<file path="src/sv/wss_pkg.sv">
`timescale 1ns / 1ps

package wss_pkg;

    localparam int PIX_W     = 8;
    localparam int LUMP_W    = 16;
    localparam int CFG_W     = 20;
    localparam int CFG_IDX_W = 1;
    localparam int SCORE_W   = 18;
    localparam int MEAN_W    = 17;
    localparam int FRAC_BITS = 16;

    localparam logic [MEAN_W-1:0]    Q16_ONE   = 17'h10000;
    localparam logic [16:0]          RECIP_255 = 17'd65793;
    localparam logic [CFG_IDX_W-1:0] REG_C1    = 1'b0;
    localparam logic [CFG_IDX_W-1:0] REG_C2    = 1'b1;
    localparam logic [CFG_W-1:0]     C1_RESET  = 20'd26634;
    localparam logic [CFG_W-1:0]     C2_RESET  = 20'd239708;

    typedef enum logic [3:0] {
        S_IDLE,
        S_LUMP,
        S_CORR,
        S_MUL,
        S_ACC,
        S_FIN,
        S_LSTART,
        S_LWAIT,
        S_CSTART,
        S_CWAIT,
        S_PROD,
        S_UPD,
        S_MSTART,
        S_MWAIT,
        S_OUT
    } state_t;

    // Steps of the shared multiplier
    typedef enum logic [3:0] {
        OP_SQA,
        OP_SQB,
        OP_CRS,
        OP_NN,
        OP_C1,
        OP_C2,
        OP_SASB,
        OP_SASA,
        OP_SBSB,
        OP_QA_LO,
        OP_QA_HI,
        OP_QB_LO,
        OP_QB_HI,
        OP_P_LO,
        OP_P_HI
    } op_t;

    function automatic op_t op_after(input op_t op);
        op_t nxt;
        case (op)
            OP_SQA:   nxt = OP_SQB;
            OP_SQB:   nxt = OP_CRS;
            OP_CRS:   nxt = OP_NN;
            OP_NN:    nxt = OP_C1;
            OP_C1:    nxt = OP_C2;
            OP_C2:    nxt = OP_SASB;
            OP_SASB:  nxt = OP_SASA;
            OP_SASA:  nxt = OP_SBSB;
            OP_SBSB:  nxt = OP_QA_LO;
            OP_QA_LO: nxt = OP_QA_HI;
            OP_QA_HI: nxt = OP_QB_LO;
            OP_QB_LO: nxt = OP_QB_HI;
            OP_QB_HI: nxt = OP_P_LO;
            OP_P_LO:  nxt = OP_P_HI;
            default:  nxt = OP_SQA;
        endcase
        return nxt;
    endfunction

endpackage

</file>
<file path="src/sv/wss_div.sv">
`timescale 1ns / 1ps

// Restoring divider, one quotient bit per cycle
module wss_div
    import wss_pkg::*;
#(
    parameter int W      = 51,
    parameter int STEP_W = 6
)
(
    input  logic              clk,
    input  logic              rst_n,
    input  logic              start,
    input  logic [W-1:0]      rem_init,
    input  logic [W-1:0]      dividend,
    input  logic [W-1:0]      divisor,
    input  logic [STEP_W-1:0] steps,
    output logic              done,
    output logic [W-1:0]      quotient
);

    logic              busy_reg;
    logic              done_reg;
    logic [STEP_W-1:0] cnt_reg;
    logic [W-1:0]      rem_reg;
    logic [W-1:0]      dvd_reg;
    logic [W-1:0]      quo_reg;
    logic [W-1:0]      den_reg;
    logic [W-1:0]      shifted;
    logic              ge;

    // Shift in next dividend bit and trial-subtract
    assign shifted = {rem_reg[W-2:0], dvd_reg[W-1]};
    assign ge      = (shifted >= den_reg);

    // Step control
    always_ff @(posedge clk or negedge rst_n)
    begin
        if (!rst_n)
        begin
            busy_reg <= 1'b0;
            done_reg <= 1'b0;
            cnt_reg  <= '0;
        end
        else
        begin
            done_reg <= 1'b0;
            if (start)
            begin
                busy_reg <= 1'b1;
                cnt_reg  <= steps;
            end
            else if (busy_reg)
            begin
                cnt_reg <= cnt_reg - STEP_W'(1);
                if (cnt_reg == STEP_W'(1))
                begin
                    busy_reg <= 1'b0;
                    done_reg <= 1'b1;
                end
            end
        end
    end

    // Remainder and quotient
    always_ff @(posedge clk)
    begin
        if (start)
        begin
            rem_reg <= rem_init;
            dvd_reg <= dividend;
            den_reg <= divisor;
            quo_reg <= '0;
        end
        else if (busy_reg)
        begin
            rem_reg <= ge ? (shifted - den_reg) : shifted;
            dvd_reg <= {dvd_reg[W-2:0], 1'b0};
            quo_reg <= {quo_reg[W-2:0], ge};
        end
    end

    assign done     = done_reg;
    assign quotient = quo_reg;

endmodule

</file>
<file path="config.mk">
export PLATFORM = sky130hd
export DESIGN_NAME = wss_div
export DESIGN_NICKNAME = d
export VERILOG_FILES = /design/src/sv/wss_pkg.sv /design/src/sv/wss_div.sv
export SDC_FILE = /design/constraint.sdc
export NUM_CORES = 1
export LEC_CHECK = 0
export ABC_CLOCK_PERIOD_IN_PS = 4150
export BUFFER_PORTS_ARGS = -buffer_cell sky130_fd_sc_hd__buf_4
export CAP_MARGIN = 5
export CORE_MARGIN = 2
export CORE_UTILIZATION = 30
export DETAILED_ROUTE_END_ITERATION = 6
export PLACE_DENSITY_LB_ADDON = 0.25
export SLEW_MARGIN = 20
export SYNTH_ARGS = -nofsm -noshare
export SYNTH_HDL_FRONTEND = slang
export SYNTH_SLANG_ARGS = --single-unit
</file>
<file path="constraint.sdc">
create_clock -name clk -period 4.15 [get_ports clk]
set_input_delay 0 -clock clk [delete_from_list [all_inputs] [get_ports clk]]
set_output_delay 0 -clock clk [all_outputs]
set_load 0.03 [all_outputs]
</file>
== Word-level counts from Yosys, hierarchy flattened ==
Cells that the tools add are included.

* Flip-flop bits (word level): 211
* Input bits: 162
* Output and inout bits: 52
* Word-level logic and storage cells: 25

* Add/sub/neg operators: 2
* Order comparisons: 1
* Eq/ne operators: 1
* Muxes and demuxes: 13
* Reduce and logical (&&, ||, !) cells: 1

{| class="wikitable"
|+ Operators by type and width
! operator !! count
|-
| $mux W50 || 3
|-
| $mux W51 || 2
|-
| $ge A51 B51 Y1 || 1
|-
| $sub A50 B50 Y50 || 1
|-
| $mux W6 || 2
|-
| $eq A6 B1 Y1 const B || 1
|-
| $mux W1 || 6
|-
| $sub A6 B1 Y6 const B || 1
|-
| $reduce_bool A2 Y1 || 1
|}

== Logic depth before layout (Yosys ltp) ==
* Depth in word-level cells: 4
* Gate-level depth with buffers: 15
* Mapped depth without buffers: 13

== Worst setup path after synthesis ==
No wires, ideal clock.

* Kind: register to register
* From: register busy_reg
* To: register dvd_reg[0], enable pin
* Library setup time: 0.454 ns
* Data arrival time: 3.310 ns
* Required time: 3.696 ns
* Slack: 0.386 ns
* Stages on the path, launching flop included: 6
* Buffers on the path: 3
* Clock period less this slack: 3.764 ns
* Path through: dfrtp_1 clkbuf_1 buf_1 buf_1 nor2_1 inv_1

* Cells in the longest elaborated chain, start to end: 1

{| class="wikitable"
|+ RTL lines
! element !! line !! source
|-
| start, declared || wss_div.sv:22 || <nowiki>logic busy_reg;</nowiki>
|-
| start signal, assigned || wss_div.sv:41 || <nowiki>busy_reg <= 1'b0;</nowiki>
|-
| start signal, assigned || wss_div.sv:50 || <nowiki>busy_reg <= 1'b1;</nowiki>
|-
| start signal, assigned || wss_div.sv:58 || <nowiki>busy_reg <= 1'b0;</nowiki>
|-
| $reduce_bool A2 Y1 (no source line) || n/a ||
|-
| end signal, assigned || wss_div.sv:71 || <nowiki>dvd_reg <= dividend;</nowiki>
|-
| end signal, assigned || wss_div.sv:78 || <nowiki>dvd_reg <= {dvd_reg[W-2:0], 1'b0};</nowiki>
|-
| end, declared || wss_div.sv:26 || <nowiki>logic [W-1:0] dvd_reg;</nowiki>
|}

Every way passes these cells.
A chain may end at the register's enable or synchronous reset.

== Worst setup path after layout ==
* From: register rem_reg[7]
* To: register rem_reg[24], data pin

* Cells in the longest elaborated chain, start to end: 4
* Elaborated cells between the ends (all ways): 5
* Those cells by class: 1 x add/sub; 1 x order compare; 3 x mux

{| class="wikitable"
|+ RTL lines
! element !! line !! source
|-
| start, declared || wss_div.sv:25 || <nowiki>logic [W-1:0] rem_reg;</nowiki>
|-
| start signal, assigned || wss_div.sv:70 || <nowiki>rem_reg <= rem_init;</nowiki>
|-
| start signal, assigned || wss_div.sv:77 || <nowiki>rem_reg <= ge ? (shifted - den_reg) : shifted;</nowiki>
|-
| $sub A50 B50 Y50 / $ge A51 B51 Y1 (equally long branches) || wss_div.sv:77, wss_div.sv:34 ||
|-
| $mux W50 (*) || wss_div.sv:77 ||
|-
| $mux W50 (*) || wss_div.sv:75 || <nowiki>else if (busy_reg)</nowiki>
|-
| $mux W50 (*) || wss_div.sv:68 || <nowiki>if (start)</nowiki>
|}

Mark *: on every way between the ends. The rest lies on a longest branch, timed or not. The select of a mux whose other input is x is not followed.

==> report_table.html <==
<table>
<tr><th>Metric</th><th>Value</th></tr>
<tr><th colspan="2">Run status</th></tr>
<tr><td>Outcome</td><td>finished, final reports clean</td></tr>
<tr><th colspan="2">Setup path</th></tr>
<tr><td>Cells traversed along the worst timing path</td><td>ha_1, a21o_1, nor2b_1, a31oi_1, nand2_1, a2111o_1, a2111o_1, a21oi_4, buf_12, nor2_1, a211oi_1, a21oi_1, dlygate4sd3_1</td></tr>
<tr><td>Worst Setup End Kind</td><td>register</td></tr>
<tr><td>Cell repeated most along the worst path</td><td>sky130_fd_sc_hd__a2111o_1</td></tr>
<tr><td>Data required time of the critical path</td><td>4.45 ns</td></tr>
<tr><td>Worst reg2reg path startpoint</td><td>rem_reg[7]</td></tr>
<tr><td>R2R depth</td><td>13</td></tr>
<tr><td>Arrival time at the worst endpoint</td><td>4.25 ns</td></tr>
<tr><td>Worst-path fanout max</td><td>21</td></tr>
<tr><td>Capture instance of the worst register-to-register path</td><td>rem_reg[24]</td></tr>
<tr><td>Worst path max stage delay</td><td>0.58 ns</td></tr>
<tr><td>Critical path startpoint category</td><td>register</td></tr>
<tr><td>Category of the critical setup timing path</td><td>reg2reg</td></tr>
<tr><td>Worst-case register-to-register setup slack</td><td>0.20 ns</td></tr>
<tr><td>Critical-path cell with the highest stage delay</td><td>sky130_fd_sc_hd__dlygate4sd3_1</td></tr>
<tr><th colspan="2">Floorplanning</th></tr>
<tr><td>Number of placed I/O pins</td><td>214</td></tr>
<tr><td>Site row count</td><td>72</td></tr>
<tr><td>Die Y-Extent</td><td>201 µm</td></tr>
<tr><td>Horizontal extent of the die</td><td>201 µm</td></tr>
<tr><td>Die footprint</td><td>0.0403 mm²</td></tr>
<tr><td>Initial standard-cell utilization of the core</td><td>30.2%</td></tr>
<tr><td>Core Area</td><td>0.0385 mm²</td></tr>
<tr><th colspan="2">Synth</th></tr>
<tr><td>Post-Syn Area</td><td>0.0116 mm²</td></tr>
<tr><td>Area contributors post-synth</td><td>sky130_fd_sc_hd__edfxtp_1 39%, sky130_fd_sc_hd__dfxtp_1 8.8%, sky130_fd_sc_hd__mux2_2 6.5%</td></tr>
<tr><td>Distinct cell type count of the synthesized netlist</td><td>61</td></tr>
<tr><td>Syn Nets</td><td>1,331</td></tr>
<tr><td>Synthesized area per cell</td><td>10.4 µm²</td></tr>
<tr><td>Warning count from the yosys run</td><td>0</td></tr>
<tr><td>Share of synthesized flip-flops with an asynchronous set or reset</td><td>3.79%</td></tr>
<tr><td>Yosys reg bits</td><td>211</td></tr>
<tr><td>Leading area contributor after synthesis</td><td>sky130_fd_sc_hd__edfxtp_1</td></tr>
<tr><td>Proportion of synthesized chip area in sequential cells</td><td>49.8%</td></tr>
<tr><td>Number of enable-type register cells in the synthesized netlist</td><td>152</td></tr>
<tr><td>Prevailing post-synth register cell</td><td>sky130_fd_sc_hd__edfxtp_1</td></tr>
<tr><td>Post-Synthesis Cells</td><td>1,115</td></tr>
<tr><td>Area share of the largest cell type after synthesis</td><td>39.3%</td></tr>
<tr><th colspan="2">Timing</th></tr>
<tr><td>Final sum of negative setup slack</td><td>0 ns</td></tr>
<tr><td>Final worst clock skew</td><td>0.0111 ns</td></tr>
<tr><td>Maximum clock frequency</td><td>253 MHz</td></tr>
<tr><td>Final setup violation count</td><td>0</td></tr>
<tr><td>Worst rel slew slack</td><td>41.2%</td></tr>
<tr><td>Setup repair after global routing missed its margin</td><td>false</td></tr>
<tr><td>Slew at the pin closest to its max-slew limit</td><td>0.881 ns</td></tr>
<tr><td>Final hold violations</td><td>0</td></tr>
<tr><td>Max Slew Vio Count</td><td>0</td></tr>
<tr><td>Final critical delay including setup and external delays</td><td>3.95 ns</td></tr>
<tr><td>Period utilization</td><td>95.3%</td></tr>
<tr><th colspan="2">Worst hold path</th></tr>
<tr><td>Worst Hold Depth</td><td>2</td></tr>
<tr><td>Worst Hold Path EP</td><td>den_reg[14]</td></tr>
<tr><td>Hold Crit Start</td><td>divisor[14]</td></tr>
<tr><td>Class of the worst hold path</td><td>in2reg</td></tr>
<tr><th colspan="2">Power and ir drop</th></tr>
<tr><td>Post-layout power</td><td>9.12 mW</td></tr>
<tr><td>Switching Power</td><td>3.34 mW</td></tr>
<tr><td>Share of total power in the clock network</td><td>22.9%</td></tr>
<tr><td>Sequential Power Share</td><td>32.2%</td></tr>
<tr><td>Sw Share</td><td>36.6%</td></tr>
<tr><td>Cell leakage power</td><td>7.13 nW</td></tr>
<tr><td>Internal power summed over all cells</td><td>5.78 mW</td></tr>
<tr><td>Fraction of power consumed by combinational cells</td><td>44.9%</td></tr>
<tr><td>Power per cell area</td><td>561 mW/mm²</td></tr>
<tr><td>IR Drop Worst-Case VDD</td><td>0.290 mV</td></tr>
<tr><th colspan="2">Placement</th></tr>
<tr><td>Number of input and output port buffers inserted</td><td>212</td></tr>
<tr><td>Post-placement cell area</td><td>0.0137 mm²</td></tr>
<tr><td>Half-perimeter wire length of the detailed placement result</td><td>21,100 µm</td></tr>
<tr><td>Routability cong.</td><td>0.851</td></tr>
<tr><th colspan="2">Routing</th></tr>
<tr><td>Routed vias/inst</td><td>4.63</td></tr>
<tr><td>Final wirelength</td><td>30,700 µm</td></tr>
<tr><td>Wirelength per Cell</td><td>15.2 µm</td></tr>
<tr><td>Total iterations of the first detailed-routing run</td><td>5</td></tr>
<tr><td>DR vias</td><td>9,345</td></tr>
<tr><td>Detailed router's first-iteration violation count</td><td>568</td></tr>
<tr><td>ANT nets after route</td><td>0</td></tr>
<tr><td>DRC Markers</td><td>0</td></tr>
<tr><th colspan="2">Layout</th></tr>
<tr><td>Filler Cells Inserted</td><td>3,791</td></tr>
<tr><td>Number of nets in the final layout</td><td>1,698</td></tr>
<tr><td>Layout cells sized above 1</td><td>23.2%</td></tr>
<tr><td>Synthesis-to-finish area growth</td><td>40.1%</td></tr>
<tr><td>Post-route standard cell area excluding fillers</td><td>0.0163 mm²</td></tr>
<tr><th colspan="2">GRT</th></tr>
<tr><td>Global route overflow</td><td>0</td></tr>
<tr><td>Pin count of the biggest net entering global routing</td><td>85</td></tr>
<tr><td>Via count of the first global-routing pass</td><td>9,525</td></tr>
<tr><td>Wire length of the first global-routing pass</td><td>49,300 µm</td></tr>
<tr><td>Antenna violations before repair</td><td>5</td></tr>
<tr><td>Total routing resource utilization after global routing</td><td>14.8%</td></tr>
<tr><th colspan="2">CTS</th></tr>
<tr><td>CTS H-tree depth</td><td>1</td></tr>
<tr><td>Clock edge transition at the registers on the reported setup and hold paths</td><td>0.06 ns</td></tr>
<tr><td>Worst-skew pair later-pin latency</td><td>0.56 ns</td></tr>
<tr><td>Number of buffers between clock root and the deepest sink</td><td>3</td></tr>
<tr><td>CTS tree</td><td>yes</td></tr>
<tr><td>CTS buffer count</td><td>26</td></tr>
<tr><td>CTS Sinks</td><td>211</td></tr>
<tr><td>CTS root buf</td><td>sky130_fd_sc_hd__clkbuf_16</td></tr>
<tr><th colspan="2">Run</th></tr>
<tr><td>Max Cap Violations</td><td>0</td></tr>
</table>
[per-layer routing]
| metal | track usage (%) | vias to the layer above | wire, µm |
|---|---|---|---|
| met5 | 0 | - | 0 |
| met3 | 3.78 | 52 | 1780 |
| met1 | 19.6 | 4327 | 14200 |
| met4 | 3.92 | 0 | 695 |
| met2 | 24.3 | 226 | 14000 |
| li1 | - | 4740 | - |
[synth_stat cells, types with 3 or more instances]
cell and number:
sky130_fd_sc_hd__and2_1 3, sky130_fd_sc_hd__o21ai_1 4, sky130_fd_sc_hd__nand4_1 19, sky130_fd_sc_hd__nand2_1 62, sky130_fd_sc_hd__o21bai_1 12, sky130_fd_sc_hd__a21o_1 12
sky130_fd_sc_hd__buf_2 11, sky130_fd_sc_hd__nand2b_1 7, sky130_fd_sc_hd__o31ai_1 6, sky130_fd_sc_hd__a21oi_1 100, sky130_fd_sc_hd__a31o_2 3, sky130_fd_sc_hd__o211ai_1 4
sky130_fd_sc_hd__mux2_2 67, sky130_fd_sc_hd__nor3_1 12, sky130_fd_sc_hd__dfrtp_1 8, sky130_fd_sc_hd__a211oi_1 30, sky130_fd_sc_hd__o21a_1 3, sky130_fd_sc_hd__a221oi_1 3
sky130_fd_sc_hd__dfxtp_1 51, sky130_fd_sc_hd__ha_1 53, sky130_fd_sc_hd__o21ba_2 3, sky130_fd_sc_hd__o21ai_0 54, sky130_fd_sc_hd__clkbuf_1 33, sky130_fd_sc_hd__inv_1 102
sky130_fd_sc_hd__and3_1 6, sky130_fd_sc_hd__a21boi_1 3, sky130_fd_sc_hd__or2_2 3, sky130_fd_sc_hd__mux2i_1 52, sky130_fd_sc_hd__a21boi_0 7, sky130_fd_sc_hd__nor2b_1 11
sky130_fd_sc_hd__nor2_1 109, sky130_fd_sc_hd__nand3_1 10, sky130_fd_sc_hd__xor2_1 18, sky130_fd_sc_hd__xnor2_1 29, sky130_fd_sc_hd__buf_1 13, sky130_fd_sc_hd__edfxtp_1 152
sky130_fd_sc_hd__a31oi_1 5, sky130_fd_sc_hd__and4_1 3
[per-stage QoR]
step,std cells,setup slack [ns],hold WS (ns),util (%)
detailed placement,1800,0.380,-0.173,35.7
floorplan,1115,0.386,-0.296,-
CTS,2010,0.0852,0.133,42.1
finish,2019,0.196,0.166,42.3
global placement,1800,0.402,-0.175,35.7
global route,2019,0.00835,0.143,42.3
[how the worst max path moves through the flow]
stage | start | to | cells past startpoint
2_1_floorplan | busy_reg | dvd_reg[0] | 5
3_3_place_gp | rem_reg[7] | rem_reg[46] | 13
3_5_place_dp | rem_reg[29] | rem_reg[49] | 12
4_1_cts | rem_reg[7] | rem_reg[24] | 13
5_1_grt | rem_reg[7] | rem_reg[19] | 13
6_report | rem_reg[7] | rem_reg[24] | 13
[cell families (layout without fill, tap and decap cells)]
group	after synthesis	count (layout)	share of synthesized area [%]
adder cells (fa/ha/maj)	54	54	5.88
AND/OR/NAND/NOR	257	257	10.2
XOR/XNOR	47	47	3.54
buffers and inverters	161	542	5.39
multiplexers	119	119	11.0
other	0	5	0
AO/OA/AOI/OAI	266	266	14.2
flip-flops	211	211	49.8
[layout by cell type, fill, tap and decap left out, types with 4 or more instances in the layout]
master,synthesis,layout
sky130_fd_sc_hd__edfxtp_1,152,152
sky130_fd_sc_hd__diode_2,0,5
sky130_fd_sc_hd__o21bai_1,12,12
sky130_fd_sc_hd__nor2_1,109,109
sky130_fd_sc_hd__o21ai_0,54,54
sky130_fd_sc_hd__clkbuf_1,33,6
sky130_fd_sc_hd__a31oi_1,5,5
sky130_fd_sc_hd__mux2_2,67,67
sky130_fd_sc_hd__nor3_1,12,12
sky130_fd_sc_hd__a21o_1,12,12
sky130_fd_sc_hd__nand2b_1,7,7
sky130_fd_sc_hd__nor2b_1,11,11
sky130_fd_sc_hd__dfrtp_1,8,7
sky130_fd_sc_hd__and3_1,6,6
sky130_fd_sc_hd__o31ai_1,6,6
sky130_fd_sc_hd__a211oi_1,30,30
sky130_fd_sc_hd__nand2_1,62,62
sky130_fd_sc_hd__mux2i_1,52,52
sky130_fd_sc_hd__clkbuf_16,0,27
sky130_fd_sc_hd__o21ai_1,4,4
sky130_fd_sc_hd__nand3_1,10,10
sky130_fd_sc_hd__ha_1,53,52
sky130_fd_sc_hd__xnor2_1,29,29
sky130_fd_sc_hd__buf_4,2,227
sky130_fd_sc_hd__dlygate4sd3_1,0,168
sky130_fd_sc_hd__o211ai_1,4,4
sky130_fd_sc_hd__inv_1,102,101
sky130_fd_sc_hd__nand4_1,19,19
sky130_fd_sc_hd__a21boi_0,7,7
sky130_fd_sc_hd__dfxtp_1,51,51
sky130_fd_sc_hd__a21oi_1,100,100
sky130_fd_sc_hd__xor2_1,18,18
[timing repair]
item | in CTS | in global routing
buffers inserted | 0 | 3
hold buffers | 168 | 0
hold endpoints to repair | 194 | 0
setup endpoints to repair | 0 | 6
gates resized for setup | 0 | 1
[critical path, delay by kind of cell, from the launching register on]
kind                     cells  cell delay (ns)
buffers and inverters        2             0.77
adder cells (fa/ha/maj)      1             0.37
flip-flops                   1             0.39
AO/OA/AOI/OAI                7             1.82
AND/OR/NAND/NOR              3             0.33
[final cells by class]
type                       count  area (µm²)  share of cell area, %
timing repair buffer         398        3450                   21.2
multi-input combinational    743        5220                   32.1
clock inverter                 6        51.3                  0.315
clock buffer                  36         722                   4.44
tap                          518         648                   3.98
antenna                        5        12.5                 0.0769
inverter                     102         385                   2.37
sequential                   211        5790                   35.6
[power groups by stage]
stage | Sequential, mW | Clock, mW | Combinational [mW]
finish | 2.93 | 2.09 | 4.10
global route | 2.98 | 2.25 | 4.57
CTS | 2.94 | 2.18 | 4.02
detailed placement | 2.97 | 0 | 3.82
global placement | 2.96 | 0 | 3.81
floorplan | 2.92 | 0 | 2.91
Power figures use the tool's default switching activity.
